==> src/rtl/core/lrupr_pkg.sv <==
// lrupr_pkg: shared types and constants for the lru page replacement block
// used by lrupr_cell and lru_page_replacement; depends on nothing

`default_nettype none

package lrupr_pkg;

    // default geometry
    localparam int FRAMES_DEFAULT    = 8;
    localparam int PAGE_BITS_DEFAULT = 16;

    // fixed field widths
    localparam int CFG_W       = 4;
    localparam int IDX_OUT_W   = 3;
    localparam int FAULT_W     = 16;

    localparam logic [CFG_W-1:0]   CFG_RESET = 4'd8;
    localparam logic [FAULT_W-1:0] FAULT_MAX = 16'hFFFF;

    // sequencer states
    typedef enum logic [1:0] {
        ST_IDLE,
        ST_LOOK,
        ST_UPDATE
    } lrupr_state_t;

    // broadcast from the sequencer to every cell
    typedef struct packed {
        logic look;     // lookup cycle: cells latch their selection
        logic commit;   // update cycle: cells write page and rank
        logic hit_any;  // some active frame matched
        logic fresh;    // miss that fills a free frame
        logic evict;    // miss with all active frames in use
    } lrupr_ctrl_t;

    // status from one cell back to the sequencer
    typedef struct packed {
        logic valid;      // frame holds a page
        logic hit_first;  // lowest-index match in the chain
        logic fill_cand;  // first free frame and active
        logic chosen;     // frame takes the reference this cycle
        logic victim;     // frame is evicted this cycle
    } lrupr_stat_t;

endpackage : lrupr_pkg

`default_nettype wire

==> src/rtl/core/lrupr_rank_find.sv <==
// lrupr_rank_find: finds the largest recency rank present among active frames
// depends on nothing beyond its parameters

`default_nettype none

module lrupr_rank_find #(
    parameter int FRAMES = 8,
    parameter int AGE_W  = 3
) (
    input  wire logic [FRAMES-1:0] rank_present,
    output logic      [AGE_W-1:0]  max_rank
);

    // highest set bit of the rank map
    always_comb begin
        max_rank = '0;
        for (int i = 0; i < FRAMES; i++) begin
            if (rank_present[i]) begin
                max_rank = AGE_W'(i);
            end
        end
    end

endmodule : lrupr_rank_find

`default_nettype wire

==> src/rtl/core/lrupr_cell.sv <==
// lrupr_cell: one frame of the table, holding its page, rank and filled flag
// depends on lrupr_pkg; chained to its neighbors for hit priority and fill order

`default_nettype none

module lrupr_cell #(
    parameter int FRAMES    = 8,
    parameter int PAGE_BITS = 16,
    parameter int AGE_W     = 3
) (
    input  wire logic                   aclk,
    input  wire logic                   aresetn,
    input  wire lrupr_pkg::lrupr_ctrl_t ctrl,
    input  wire logic [PAGE_BITS-1:0]   req_page,
    input  wire logic [AGE_W-1:0]       ref_age,
    input  wire logic                   active,
    input  wire logic                   hit_in,
    input  wire logic                   prev_valid,
    output logic                        hit_out,
    output lrupr_pkg::lrupr_stat_t      stat,
    output logic [AGE_W-1:0]            age,
    output logic [PAGE_BITS-1:0]        page,
    output logic [FRAMES-1:0]           rank_onehot
);

    localparam logic [AGE_W-1:0] AGE_MAX = AGE_W'(FRAMES - 1);

    logic [PAGE_BITS-1:0] page_reg;
    logic [AGE_W-1:0]     age_reg, age_next;
    logic                 valid_reg, valid_next;
    logic                 hit_sel_reg, hit_sel_next;
    logic                 fill_sel_reg, fill_sel_next;
    logic                 match, first, fill_cand, fill, victim, chosen;

    // lookup: compare and pass hit priority to the right
    assign match     = valid_reg & active & (page_reg == req_page);
    assign first     = match & ~hit_in;
    assign hit_out   = hit_in | match;
    assign fill_cand = ~valid_reg & prev_valid & active;

    // update: which frame takes the reference
    assign fill   = fill_sel_reg & ctrl.fresh;
    assign victim = ctrl.evict & active & valid_reg & (age_reg == ref_age);
    assign chosen = hit_sel_reg | fill | victim;

    // next rank and flags
    always_comb begin
        age_next      = age_reg;
        valid_next    = valid_reg;
        hit_sel_next  = hit_sel_reg;
        fill_sel_next = fill_sel_reg;
        if (ctrl.look) begin
            hit_sel_next  = first;
            fill_sel_next = fill_cand;
        end
        if (ctrl.commit) begin
            if (chosen) begin
                age_next   = '0;
                valid_next = 1'b1;
            end else if (valid_reg && (ctrl.fresh || age_reg < ref_age) &&
                         age_reg < AGE_MAX) begin
                age_next = age_reg + AGE_W'(1);
            end
        end
    end

    // rank and flag registers
    always_ff @(posedge aclk) begin
        if (!aresetn) begin
            age_reg      <= '0;
            valid_reg    <= 1'b0;
            hit_sel_reg  <= 1'b0;
            fill_sel_reg <= 1'b0;
        end else begin
            age_reg      <= age_next;
            valid_reg    <= valid_next;
            hit_sel_reg  <= hit_sel_next;
            fill_sel_reg <= fill_sel_next;
        end
    end

    // page store, written on a miss that lands here
    always_ff @(posedge aclk) begin
        if (ctrl.commit && chosen && !ctrl.hit_any) begin
            page_reg <= req_page;
        end
    end

    assign stat.valid     = valid_reg;
    assign stat.hit_first = first;
    assign stat.fill_cand = fill_cand;
    assign stat.chosen    = chosen;
    assign stat.victim    = victim;
    assign age            = age_reg;
    assign page           = page_reg;
    assign rank_onehot    = (valid_reg && active) ? (FRAMES'(1) << age_reg) : '0;

endmodule : lrupr_cell

`default_nettype wire

==> src/rtl/core/lru_page_replacement.sv <==
// lru_page_replacement: top level, sequencer, config register and result register
// depends on lrupr_pkg, lrupr_cell and lrupr_rank_find

// Fully associative LRU frame table built as a row of frame cells. Each page word
// goes through a lookup cycle in which every cell compares the page, the
// lowest-index hit ripples along the row and the largest active rank is found, and
// an update cycle in which the chosen frame is written and the ranks are aged.
// A new word is accepted in the update cycle of the previous one, provided the
// result register is free; a result that is not taken holds the update cycle
// until the downstream side frees the register.
// frames_in_use (1 to FRAMES; 0 acts as 1, larger values as FRAMES) may only be
// written while the block is idle. Frames beyond the active set keep their pages.

`default_nettype none

module lru_page_replacement #(
    parameter int FRAMES    = lrupr_pkg::FRAMES_DEFAULT,
    parameter int PAGE_BITS = lrupr_pkg::PAGE_BITS_DEFAULT
) (
    input  wire logic                            aclk,
    input  wire logic                            aresetn,
    // configuration write channel
    input  wire logic                            cfg_valid,
    output logic                                 cfg_ready,
    input  wire logic [lrupr_pkg::CFG_W-1:0]     cfg_data,
    // page reference channel
    input  wire logic                            s_valid,
    output logic                                 s_ready,
    input  wire logic [PAGE_BITS-1:0]            s_page_number,
    // result channel
    output logic                                 m_valid,
    input  wire logic                            m_ready,
    output logic                                 m_hit,
    output logic [lrupr_pkg::IDX_OUT_W-1:0]      m_frame_index,
    output logic                                 m_evicted_valid,
    output logic [PAGE_BITS-1:0]                 m_evicted_page,
    output logic [lrupr_pkg::FAULT_W-1:0]        m_faults_so_far
);

    localparam int AGE_W = $clog2(FRAMES);

    lrupr_pkg::lrupr_state_t state_reg, state_next;
    lrupr_pkg::lrupr_ctrl_t  ctrl;
    lrupr_pkg::lrupr_stat_t  stat [FRAMES];

    logic [lrupr_pkg::CFG_W-1:0]   frames_reg;
    logic [PAGE_BITS-1:0]          page_reg;
    logic                          hit_any_reg, hit_any_next;
    logic                          fill_any_reg, fill_any_next;
    logic [AGE_W-1:0]              ref_age_reg, ref_age_next;
    logic [lrupr_pkg::FAULT_W-1:0] fault_reg, fault_next;

    logic                          m_valid_reg, m_valid_next;
    logic                          m_hit_reg;
    logic [lrupr_pkg::IDX_OUT_W-1:0] m_index_reg;
    logic                          m_ev_valid_reg;
    logic [PAGE_BITS-1:0]          m_ev_page_reg;
    logic [lrupr_pkg::FAULT_W-1:0] m_fault_reg;

    logic [FRAMES:0]     hit_chain;
    logic [FRAMES-1:0]   active;
    logic [FRAMES-1:0]   valid_vec, chosen_vec, victim_vec;
    logic [AGE_W-1:0]    cell_age [FRAMES];
    logic [PAGE_BITS-1:0] cell_page [FRAMES];
    logic [FRAMES-1:0]   cell_rank [FRAMES];
    logic [FRAMES-1:0]   rank_present;
    logic [AGE_W-1:0]    max_rank, hit_age;
    logic [31:0]         chosen_idx;
    logic [PAGE_BITS-1:0] ev_page;
    logic                fill_any;
    logic                look, commit, out_free;
    int                  n_eff;

    // configuration register
    assign cfg_ready = 1'b1;

    always_ff @(posedge aclk) begin
        if (!aresetn) begin
            frames_reg <= lrupr_pkg::CFG_RESET;
        end else if (cfg_valid) begin
            frames_reg <= cfg_data;
        end
    end

    // active frame set, clamped to 1..FRAMES
    always_comb begin
        n_eff = int'(frames_reg);
        if (n_eff < 1) begin
            n_eff = 1;
        end
        if (n_eff > FRAMES) begin
            n_eff = FRAMES;
        end
        for (int j = 0; j < FRAMES; j++) begin
            active[j] = (j < n_eff);
        end
    end

    // sequencer
    assign out_free = ~m_valid_reg | m_ready;

    always_comb begin
        state_next = state_reg;
        s_ready    = 1'b0;
        look       = 1'b0;
        commit     = 1'b0;
        unique case (state_reg)
            lrupr_pkg::ST_IDLE: begin
                s_ready = 1'b1;
                if (s_valid) begin
                    state_next = lrupr_pkg::ST_LOOK;
                end
            end
            lrupr_pkg::ST_LOOK: begin
                look       = 1'b1;
                state_next = lrupr_pkg::ST_UPDATE;
            end
            lrupr_pkg::ST_UPDATE: begin
                if (out_free) begin
                    commit     = 1'b1;
                    s_ready    = 1'b1;
                    state_next = s_valid ? lrupr_pkg::ST_LOOK : lrupr_pkg::ST_IDLE;
                end
            end
            default: begin
                state_next = lrupr_pkg::ST_IDLE;
            end
        endcase
    end

    always_ff @(posedge aclk) begin
        if (!aresetn) begin
            state_reg <= lrupr_pkg::ST_IDLE;
        end else begin
            state_reg <= state_next;
        end
    end

    // request word capture
    always_ff @(posedge aclk) begin
        if (s_valid && s_ready) begin
            page_reg <= s_page_number;
        end
    end

    // broadcast to the cells
    assign ctrl.look    = look;
    assign ctrl.commit  = commit;
    assign ctrl.hit_any = hit_any_reg;
    assign ctrl.fresh   = ~hit_any_reg & fill_any_reg;
    assign ctrl.evict   = ~hit_any_reg & ~fill_any_reg;

    // row of frame cells
    assign hit_chain[0] = 1'b0;

    for (genvar j = 0; j < FRAMES; j++) begin : g_cell
        lrupr_cell #(
            .FRAMES    (FRAMES),
            .PAGE_BITS (PAGE_BITS),
            .AGE_W     (AGE_W)
        ) u_cell (
            .aclk        (aclk),
            .aresetn     (aresetn),
            .ctrl        (ctrl),
            .req_page    (page_reg),
            .ref_age     (ref_age_reg),
            .active      (active[j]),
            .hit_in      (hit_chain[j]),
            .prev_valid  ((j == 0) ? 1'b1 : valid_vec[(j == 0) ? 0 : j-1]),
            .hit_out     (hit_chain[j+1]),
            .stat        (stat[j]),
            .age         (cell_age[j]),
            .page        (cell_page[j]),
            .rank_onehot (cell_rank[j])
        );

        assign valid_vec[j]  = stat[j].valid;
        assign chosen_vec[j] = stat[j].chosen;
        assign victim_vec[j] = stat[j].victim;
    end

    // gather cell status
    always_comb begin
        hit_age      = '0;
        rank_present = '0;
        fill_any     = 1'b0;
        chosen_idx   = '0;
        ev_page      = '0;
        for (int j = 0; j < FRAMES; j++) begin
            if (stat[j].hit_first) begin
                hit_age = hit_age | cell_age[j];
            end
            if (stat[j].chosen) begin
                chosen_idx = chosen_idx | 32'(j);
            end
            if (stat[j].victim) begin
                ev_page = ev_page | cell_page[j];
            end
            fill_any     = fill_any | stat[j].fill_cand;
            rank_present = rank_present | cell_rank[j];
        end
    end

    lrupr_rank_find #(
        .FRAMES (FRAMES),
        .AGE_W  (AGE_W)
    ) u_rank_find (
        .rank_present (rank_present),
        .max_rank     (max_rank)
    );

    // lookup results held for the update cycle
    always_comb begin
        hit_any_next  = hit_any_reg;
        fill_any_next = fill_any_reg;
        ref_age_next  = ref_age_reg;
        if (look) begin
            hit_any_next  = hit_chain[FRAMES];
            fill_any_next = fill_any;
            ref_age_next  = hit_chain[FRAMES] ? hit_age : max_rank;
        end
    end

    always_ff @(posedge aclk) begin
        if (!aresetn) begin
            hit_any_reg  <= 1'b0;
            fill_any_reg <= 1'b0;
            ref_age_reg  <= '0;
        end else begin
            hit_any_reg  <= hit_any_next;
            fill_any_reg <= fill_any_next;
            ref_age_reg  <= ref_age_next;
        end
    end

    // saturating fault count
    always_comb begin
        fault_next = fault_reg;
        if (commit && !hit_any_reg && fault_reg != lrupr_pkg::FAULT_MAX) begin
            fault_next = fault_reg + lrupr_pkg::FAULT_W'(1);
        end
    end

    always_ff @(posedge aclk) begin
        if (!aresetn) begin
            fault_reg <= '0;
        end else begin
            fault_reg <= fault_next;
        end
    end

    // result register
    always_comb begin
        m_valid_next = m_valid_reg;
        if (commit) begin
            m_valid_next = 1'b1;
        end else if (m_ready) begin
            m_valid_next = 1'b0;
        end
    end

    always_ff @(posedge aclk) begin
        if (!aresetn) begin
            m_valid_reg <= 1'b0;
        end else begin
            m_valid_reg <= m_valid_next;
        end
    end

    always_ff @(posedge aclk) begin
        if (commit) begin
            m_hit_reg      <= hit_any_reg;
            m_index_reg    <= chosen_idx[lrupr_pkg::IDX_OUT_W-1:0];
            m_ev_valid_reg <= ctrl.evict;
            m_ev_page_reg  <= ev_page;
            m_fault_reg    <= fault_next;
        end
    end

    assign m_valid         = m_valid_reg;
    assign m_hit           = m_hit_reg;
    assign m_frame_index   = m_index_reg;
    assign m_evicted_valid = m_ev_valid_reg;
    assign m_evicted_page  = m_ev_page_reg;
    assign m_faults_so_far = m_fault_reg;

    // checks
    a_one_frame_chosen: assert property (@(posedge aclk) disable iff (!aresetn)
        commit |-> $onehot(chosen_vec))
        else $error("update did not select exactly one frame");

    a_fill_in_order: assert property (@(posedge aclk) disable iff (!aresetn)
        (valid_vec & (valid_vec + FRAMES'(1))) == '0)
        else $error("filled frames are not contiguous from frame zero");

    a_victim_single: assert property (@(posedge aclk) disable iff (!aresetn)
        (commit && ctrl.evict) |-> $onehot(victim_vec))
        else $error("eviction without a unique least recently used frame");

    a_fault_monotonic: assert property (@(posedge aclk) disable iff (!aresetn)
        1'b1 |=> fault_reg >= $past(fault_reg))
        else $error("fault count went down");

    a_hold_result: assert property (@(posedge aclk) disable iff (!aresetn)
        (m_valid_reg && !m_ready) |=> !$past(commit) || $past(m_valid_reg) == 1'b0)
        else $error("result overwritten while not taken");

endmodule : lru_page_replacement

`default_nettype wire
==> config.mk <==
export PLATFORM = sky130hd
export DESIGN_NAME = lru_page_replacement
export DESIGN_NICKNAME = d
export VERILOG_FILES = /design/src/rtl/core/lrupr_pkg.sv /design/src/rtl/core/lrupr_rank_find.sv /design/src/rtl/core/lrupr_cell.sv /design/src/rtl/core/lru_page_replacement.sv
export SDC_FILE = /design/constraint.sdc
export NUM_CORES = 1
export LEC_CHECK = 0
export BUFFER_PORTS_ARGS = -buffer_cell sky130_fd_sc_hd__buf_4
export CORE_MARGIN = 5
export CORE_UTILIZATION = 62
export DETAILED_ROUTE_END_ITERATION = 8
export GPL_TIMING_DRIVEN = 0
export PLACE_DENSITY_LB_ADDON = 0.05
export SKIP_LAST_GASP = 1
export SYNTH_ARGS = -nofsm -noshare
export SYNTH_HDL_FRONTEND = slang
export SYNTH_SLANG_ARGS = --single-unit
export TNS_END_PERCENT = 10
==> constraint.sdc <==
create_clock -name aclk -period 3.9 [get_ports aclk]
set_input_delay 0.585 -clock aclk [delete_from_list [all_inputs] [get_ports aclk]]
set_output_delay 0.585 -clock aclk [all_outputs]
set_load 0.02 [all_outputs]
---- Word level (Yosys, flattened, before mapping) ----
Cells that the tools add are included.
cells by class
  $add $sub $neg .......................... 9
  multiply operators ...................... 0
  div/mod/pow operators ................... 0
  $lt $le $gt $ge ......................... 26
  equal/unequal tests ..................... 21
  shift-type cells ........................ 8
  multiplexer cells ....................... 65
  bitwise logic cells ..................... 142
  reductions and logical operators ........ 81
operators with widths
  cell                                                                           count
  16-bit two-way mux                                                             9
  16-bit == test                                                                 8
  4-bit by 32-bit less-than comparator with 1-bit output (first input constant)  4
  16-bit OR                                                                      7
  3-bit two-way mux                                                              29
  1-bit AND                                                                      72
  3-bit by 32-bit less-than comparator with 1-bit output (first input constant)  2
  8-bit two-way mux                                                              8
  1-bit by 3-bit << shifter with 8-bit output (first input constant)             8
  8-bit OR                                                                       7
  1-bit logical AND                                                              43
  2-bit AND reduction                                                            17
  32-bit by 5-bit > comparator with 1-bit output (second input constant)         1
  1-bit by 32-bit less-than comparator with 1-bit output (first input constant)  1
  2-bit by 32-bit less-than comparator with 1-bit output (first input constant)  1
  1-bit OR                                                                       31
  3-bit by 1-bit adder with 3-bit output (second input constant)                 8
  3-bit == test                                                                  8
  3-bit less-than comparator                                                     8
  3-bit less-than comparator (second input constant)                             8
  3-bit OR                                                                       7
  1-bit inverter                                                                 18
  2-bit nonzero test                                                             9
  16-bit by 1-bit adder with 16-bit output (second input constant)               1
  other kinds (15)                                                               37
word-level totals
  register bits ........................... 257
  latch bits .............................. 0
  memory bits (writable) .................. 0
  bits in read-only memories .............. 0
  input port bits ......................... 25
  output and inout port bits .............. 40
  logic and storage cells ................. 407
  memories kept ........................... 0

---- Logic depth before layout (Yosys ltp) ----
Gate-level depths: netlist of the first run.
  depth after elaboration ................. 23
  depth in mapped cells ................... 10
  gate-level depth less buffers ........... 10

---- Modules after synthesis ----
A second synthesis of the first run with hierarchy kept.
unflattened totals
  cell total of the unflattened synthesis .. 1,311
  area, all modules ....................... 14,248.7 um^2
by module, submodules not included
  module                times used  cells an instance  area an instance (um^2)
  lrupr_cell            8           115                1,263.7
  lru_page_replacement  1           381                4,093.9
  lrupr_rank_find       1           10                 45.0

---- Least setup slack after synthesis of the first run ----
OpenSTA, ideal clock, no wires.
  path kind ............................... input to register
  start ................................... input port m_ready
  end ..................................... register g_cell[2].u_cell.age_reg[2]
  library setup time ...................... 0.115 ns
  arrival time ............................ 2.817 ns
  setup slack ............................. 0.968 ns
  stages .................................. 9
  path buffers ............................ 1
  path through ............................ nand2b_1 -> nand2b_1 -> clkbuf_1 -> clkinv_1 -> o2111a_1 -> and2_1 -> nor2b_1 -> a21oi_1 -> nor2b_1
between the ends
  word-level cells in the longest chain between the ends .. 4
RTL lines
  what                                  line                         source
  start: declaration                    lru_page_replacement.sv:32   input wire logic m_ready,
  1-bit OR                              lru_page_replacement.sv:100  assign out_free = ~m_valid_reg | m_ready;
  1-bit two-way mux                     lru_page_replacement.sv:119  if (out_free) begin
  1-bit two-way mux                     lru_page_replacement.sv:107  unique case (state_reg)
  named net commit                      lru_page_replacement.sv:71   logic look, commit, out_free;
  2-bit AND reduction (no source line)  --
  end signal: assignment                lrupr_cell.sv:75             age_reg <= age_next;
  end: declaration                      lrupr_cell.sv:29             logic [AGE_W-1:0] age_reg, age_next;
The timed path passes the listed nets, and every way through them passes these cells.
A chain may end at the register's enable or synchronous reset.

==> impl_metrics.env, run 1 <==
export IMPL_outcome="finished, final reports clean"
export IMPL_groute_usage_overall=0.336
export IMPL_p_leak_uw=0.00543
export IMPL_synth_top_area_cell="edfxtp_1"
export IMPL_dr_pass1_iters=9
export IMPL_io_pins=65
export IMPL_path_cells="nor2_1, nand4_1, nor2_1, a211oi_1, nor2_2, buf_16"
export IMPL_finalCritPeriodShare=0.964
export IMPL_dieWidth_microns=157
export IMPL_r2r_cells=6
export IMPL_vdd_ir_drop_max_uv=500
export IMPL_setup_viol=0
export IMPL_critPathRequiredTime_ns=4.15
export IMPL_min_path_type="in -> reg"
export IMPL_io_buffers=61
export IMPL_grt_overflow_total=0
export IMPL_coreArea_sq_um=21100
export IMPL_final_nets=1363
export IMPL_antenna_left=0
export IMPL_drive_above_1_share=0.126
export IMPL_cts_max_path_buffers=3
export IMPL_grt_pass1_vias=10200
export IMPL_finalWorstSetupSlack_ns=0.139
export IMPL_gp_congestion=1.06
export IMPL_fin_util=0.722
export IMPL_whs_ns=0.210
export IMPL_crit_top_cell="nor2_1"
export IMPL_end_kind="register"
export IMPL_cts_setup_buffers=0
export IMPL_synth_common_cells="181 x edfxtp_1, 86 x xor2_1, 76 x dfxtp_1, 73 x ha_1, 63 x nor2_1"
export IMPL_yosys_warnings=0
export IMPL_cts_resized=0
export IMPL_largest_reg_flops=128
export IMPL_startpoint_type="register"
export IMPL_drt_wl_total_microns=41000
export IMPL_rsz0062_at_grt="false"
export IMPL_async_flop_share=0
export IMPL_dp_hpwl_microns=30700
export IMPL_hold_end="page_reg[14]"
export IMPL_synth_edf_count=181
export IMPL_syn_to_final_growth_pct=14.3
export IMPL_yosysMostFrequentCell="edfxtp_1"
export IMPL_power_per_cell_area_nw_per_um2=389
export IMPL_reg2reg_slack_ns=0.14
export IMPL_netlist_top_cells_area="edfxtp_1 41%, dfxtp_1 11%, ha_1 6.9%"
export IMPL_r2r_end="g_cell[6].u_cell.page[14]"
export IMPL_syn_inst=1165
export IMPL_htree_levels=1
export IMPL_hold_depth=1
export IMPL_clk_latency_ns=0.55
export IMPL_synth_top_area_share=0.408
export IMPL_grt_pass1_wl_microns=61700
export IMPL_viasPerCell=6.65
export IMPL_antenna_found_initial=0
export IMPL_slew_headroom=0.104
export IMPL_dieArea_sq_um=24500
export IMPL_die_height_microns=157
export IMPL_clock_skew_ns=0.0196
export IMPL_synth_distinct_cells=67
export IMPL_clkTransAtPathRegs_ns=0.06
export IMPL_synth_nets=1263
export IMPL_cts_made_buffers=27
export IMPL_cp_max_fo=11
export IMPL_synth_area_sq_um=13300
export IMPL_cp_slowest_stage_delay_ns=0.92
export IMPL_synthFlopType="edfxtp_1"
export IMPL_cts_sinks=257
export IMPL_power_uw=5920
export IMPL_fillers=1505
export IMPL_drt_iter0_drc=1393
export IMPL_crit_slowest_cell="nor2_1"
export IMPL_cts_hold_buffers=0
export IMPL_slew_viol_final=0
export IMPL_place_ws_ns=0.319
export IMPL_worst_pin_slew_ns=1.34
export IMPL_post_drt_wl_per_cell_microns=26.3
export IMPL_hold_violations=0
export IMPL_initial_core_util=0.631
export IMPL_row_count=53
export IMPL_clock_fmax_ghz=0.266
export IMPL_yosysSeqAreaShare=0.523
export IMPL_hp_start="s_page_number[14]"
export IMPL_critPathArrivalTime_ns=4.01
export IMPL_drcViolationCount=0
export IMPL_max_cap_violations=0
export IMPL_vias=10400
export IMPL_timing_rr_start="hit_any_reg"
export IMPL_clockRootBuffer="clkbuf_16"
export IMPL_cts_tree="done"
export IMPL_grt_max_degree=46
export IMPL_syn_avg_cell_area_sq_um=11.4
export IMPL_period_minus_slack_ns=3.76
export IMPL_ys_ff_latch=257
export IMPL_path_class="reg -> reg"
## critical path: cells and delay by family, from the launching register on
kind                   cells  cell delay [ns]
AOI/OAI and AO/OA          1             0.36
buffers and inverters      1             0.23
and+or+nand+nor            4             2.49
DFF                        1             0.38
## area by class of cell
type / count / area (sq um) / share of cell area
sequential: 257 / 6960 / 0.457
clock inverter: 15 / 166 / 0.0109
timing repair buffer: 71 / 631 / 0.0414
clock buffer: 34 / 733 / 0.0482
tap: 275 / 344 / 0.0226
buffer: 51 / 241 / 0.0159
multi-input combinational: 816 / 5990 / 0.393
antenna: 1 / 2.50 / 0.000164
inverter: 41 / 155 / 0.0102
## cells by family (layout without fill, tap and decap cells)
kind of cell / Yosys count / after routing / share of synthesized area
AND/OR/NAND/NOR: 397 / 397 / 0.162
AO/OA/AOI/OAI: 189 / 189 / 0.113
XOR/XNOR: 147 / 147 / 0.0967
multiplexers: 9 / 9 / 0.00686
adder cells (fa/ha/maj): 73 / 73 / 0.0686
buffers and inverters: 92 / 212 / 0.0297
other: 1 / 2 / 0.000282
flip-flops: 257 / 257 / 0.523
## placed cells by master (no fill, tap or decap), drive strengths merged, types with 7 or more instances in the layout
master / instances
and2: 30
o21a: 12
o21ai: 12
dfxtp: 76
a21oi: 23
buf: 94
a21o: 10
nor3: 22
nor4: 36
nand3: 54
nor2b: 34
nand4: 38
a22oi: 22
clkinv: 7
nor4b: 11
xor2: 86
and3: 12
mux2i: 8
a32oi: 10
a21boi: 11
clkbuf: 62
nand2: 59
edfxtp: 181
ha: 73
nor2: 63
xnor2: 61
or2: 8
a222oi: 33
a211oi: 10
inv: 43
o2111a: 8
a31oi: 7
## power by group
group	switching (uW)	leakage (uW)	internal [uW]	total, uW
Clock	1080	0.000433	1540	2620
Combinational	222	0.00271	109	331
Sequential	30.8	0.00229	2940	2970
## metrics by stage
step | cells | setup TNS [ns] | area [sq um]
after global routing | 1560 | 0 | 15200
final | 1561 | 0 | 15200
after detailed placement | 1511 | 0 | 14300
after CTS | 1560 | 0 | 15200
after global placement | 1501 | -65.15 | 14100
after floorplan | 1165 | 0 | 13300
## per-layer routing
| metal | up-vias | GRT usage | wire [microns] |
|---|---|---|---|
| met5 | - | 0 | 0 |
| met4 | 0 | 0.219 | 3300 |
| met3 | 194 | 0.0628 | 3730 |
| met2 | 621 | 0.537 | 18900 |
| met1 | 4973 | 0.418 | 15100 |
| li1 | 4598 | - | - |
## how the worst max path moves through the flow
stage,startpoint,to,slack (ns),depth (start not counted)
after floorplan,m_ready,g_cell[2].u_cell.age[2],0.97,9
after global placement,ref_age_reg[1],g_cell[7].u_cell.page[12],-0.93,6
after detailed placement,m_ready,g_cell[6].u_cell.age[2],0.32,10
after CTS,hit_any_reg,g_cell[6].u_cell.page[14],0.41,6
after global routing,hit_any_reg,g_cell[6].u_cell.page[15],0.15,6
final,hit_any_reg,g_cell[6].u_cell.page[14],0.14,6
(Power assumes the default switching activity.)
==> run 2: changes to the inputs <==
--- a/config.mk
+++ b/config.mk
@@ -5,9 +5,11 @@
 export SDC_FILE = /design/constraint.sdc
 export NUM_CORES = 1
 export LEC_CHECK = 0
+export ABC_AREA = 1
 export BUFFER_PORTS_ARGS = -buffer_cell sky130_fd_sc_hd__buf_4
-export CORE_MARGIN = 5
-export CORE_UTILIZATION = 62
+export CORE_MARGIN = 2
+export CORE_UTILIZATION = 63
+export CTS_BUF_LIST = sky130_fd_sc_hd__clkbuf_16
 export DETAILED_ROUTE_END_ITERATION = 8
 export GPL_TIMING_DRIVEN = 0
 export PLACE_DENSITY_LB_ADDON = 0.05
==> impl_metrics.env, run 2 <==
export IMPL_outcome="finished with violations"
export IMPL_p_leak_uw=0.00697
export IMPL_place_ws_ns=0.239
export IMPL_synth_area_sq_um=14700
export IMPL_die_height_microns=157
export IMPL_timing_rr_start="frames_reg[3]"
export IMPL_crit_buf_inv=3
export IMPL_groute_usage_overall=0.428
export IMPL_gp_congestion=1.06
export IMPL_crit_slowest_cell="nand4_1"
export IMPL_clock_fmax_ghz=0.250
export IMPL_io_pins=65
export IMPL_syn_to_final_growth_pct=12.8
export IMPL_dieWidth_microns=157
export IMPL_cp_top_family="simple AND/OR/NAND/NOR gates"
export IMPL_vias=13500
export IMPL_antenna_found_initial=1
export IMPL_synth_top_area_cell="edfxtp_1"
export IMPL_layout_common_cells="417 x nand2_1, 234 x inv_1, 181 x nor2_1, 181 x edfxtp_1, 91 x nand3_1"
export IMPL_end_kind="register"
export IMPL_cts_hold_buffers=0
export IMPL_syn_avg_cell_area_sq_um=8.45
export IMPL_synth_nets=1844
export IMPL_syn_inst=1746
export IMPL_slew_viol_final=0
export IMPL_htree_levels=1
export IMPL_final_nets=1944
export IMPL_grt_overflow_total=0
export IMPL_drt_iter0_drc=2289
export IMPL_yosysSeqAreaShare=0.472
export IMPL_grt_pass1_wl_microns=76800
export IMPL_cts_tree="done"
export IMPL_clk_latency_ns=0.57
export IMPL_startpoint_type="register"
export IMPL_dp_hpwl_microns=39400
export IMPL_drive_above_1_share=0.115
export IMPL_cts_sinks=257
export IMPL_coreArea_sq_um=22800
export IMPL_critPathRequiredTime_ns=4.16
export IMPL_clockRootBuffer="clkbuf_16"
export IMPL_initial_core_util=0.647
export IMPL_hold_depth=1
export IMPL_power_per_cell_area_nw_per_um2=365
export IMPL_cts_made_buffers=27
export IMPL_finalWorstSetupSlack_ns=-0.108
export IMPL_reg2reg_slack_ns=-0.11
export IMPL_largest_reg_flops=128
export IMPL_synth_edf_count=181
export IMPL_fin_util=0.730
export IMPL_clkTransAtPathRegs_ns=0.06
export IMPL_cp_max_fo=12
export IMPL_synth_top_area_share=0.369
export IMPL_path_class="reg -> reg"
export IMPL_yosysMostFrequentCell="nand2_1"
export IMPL_post_drt_wl_per_cell_microns=24.1
export IMPL_critPathArrivalTime_ns=4.27
export IMPL_power_uw=6070
export IMPL_hp_start="s_page_number[5]"
export IMPL_cts_resized=0
export IMPL_async_flop_share=0
export IMPL_dr_pass1_iters=9
export IMPL_row_count=55
export IMPL_rsz0062_at_grt="false"
export IMPL_dieArea_sq_um=24600
export IMPL_max_cap_violations=0
export IMPL_cp_slowest_stage_delay_ns=0.85
export IMPL_hold_violations=0
export IMPL_clock_skew_ns=0.0141
export IMPL_hold_end="page_reg[5]"
export IMPL_setup_viol=12
export IMPL_grt_max_degree=43
export IMPL_synth_common_cells="417 x nand2_1, 232 x inv_1, 189 x nor2_1, 181 x edfxtp_1, 91 x nand3_1"
export IMPL_r2r_end="g_cell[5].u_cell.page[0]"
export IMPL_slew_headroom=0.324
export IMPL_grt_pass1_vias=12600
export IMPL_finalCritPeriodShare=1.03
export IMPL_period_minus_slack_ns=4.01
export IMPL_violations="design-rule violations, negative setup slack"
export IMPL_netlist_top_cells_area="edfxtp_1 37%, nand2_1 11%, dfxtp_1 10%"
export IMPL_drt_wl_total_microns=52500
export IMPL_ys_ff_latch=257
export IMPL_drcViolationCount=2
export IMPL_vdd_ir_drop_max_uv=445
export IMPL_cts_max_path_buffers=3
export IMPL_min_path_type="in -> reg"
export IMPL_viasPerCell=6.20
export IMPL_synth_distinct_cells=56
export IMPL_path_cells="a21oi_1, nor2_1, nand4_1, nand3_1, inv_1, nor2_1, inv_1, nor2_2, buf_16"
export IMPL_synthFlopType="edfxtp_1"
export IMPL_r2r_cells=9
export IMPL_io_buffers=63
export IMPL_antenna_left=0
export IMPL_mostFrequentLayoutCell="nand2_1"
export IMPL_cts_setup_buffers=0
export IMPL_worst_pin_slew_ns=1.01
export IMPL_yosys_warnings=0
-- run 2: final cells by class --
type                    instances  area, sq um
diodes                          1         2.50
plain buffers                  37          231
clock buffers                  27          676
clock inverters                21          181
fillers                      1687         6140
inverters                     259          988
multi-input cells            1193         6590
flip-flops and latches        257         6960
well taps                     313          392
repair buffers                 71          618
-- run 2: metrics by stage --
stage | area, sq um | TNS, ns | hold WS, ns | cells
6_report | 16600 | -1.14 | 0.194 | 2179
3_5_place_dp | 15800 | 0 | 0.458 | 2130
3_3_place_gp | 15600 | -23.48 | 0.450 | 2122
2_1_floorplan | 14700 | 0 | 0.436 | 1746
4_1_cts | 16600 | 0 | 0.197 | 2178
5_1_grt | 16600 | 0 | 0.195 | 2178
-- run 2: worst max-delay path by stage --
stage / from / to / slack (ns) / depth (start not counted)
6_report: frames_reg[3] / g_cell[5].u_cell.page[0] / -0.11 / 9
5_1_grt: frames_reg[1] / g_cell[4].u_cell.page[13] / 0.08 / 13
4_1_cts: frames_reg[3] / g_cell[5].u_cell.page[0] / 0.22 / 9
3_5_place_dp: frames_reg[3] / g_cell[5].u_cell.page[9] / 0.24 / 9
3_3_place_gp: frames_reg[3] / g_cell[5].u_cell.page[9] / -0.75 / 8
2_1_floorplan: ref_age_reg[2] / g_cell[5].u_cell.page[0] / 1.41 / 10
-- run 2: power breakdown --
part,total [uW],switching (uW),internal [uW],leakage [uW]
logic,519,372,147,0.00427
registers,3020,47.9,2970,0.00228
clock network,2530,1130,1400,0.000424
-- run 2: cell families (layout without fill, tap and decap cells) --
group	after synthesis	after routing	share of synthesized area
AO/OA/AOI/OAI	207	207	0.0843
XOR/XNOR	63	63	0.0374
adder cells (fa/ha/maj)	73	73	0.0619
buffers and inverters	296	415	0.0827
flip-flops	257	257	0.472
other	1	2	0.000254
AND/OR/NAND/NOR	849	849	0.262
-- run 2: routing by layer --
layer	vias to the layer above	routed length, microns	GRT usage
met5	-	13	0
met4	2	2520	0.179
met3	187	7900	0.103
met2	1055	21800	0.619
met1	6250	20300	0.615
li1	6014	-	-
-- run 2: worst reg2reg max path, cell delays in order, from the launching register on --
cell,delay (ns)
dfxtp_1,0.46
a21oi_1,0.09
nor2_1,0.74
nand4_1,0.85
nand3_1,0.47
inv_1,0.12
nor2_1,0.10
inv_1,0.10
nor2_2,0.51
buf_16,0.24
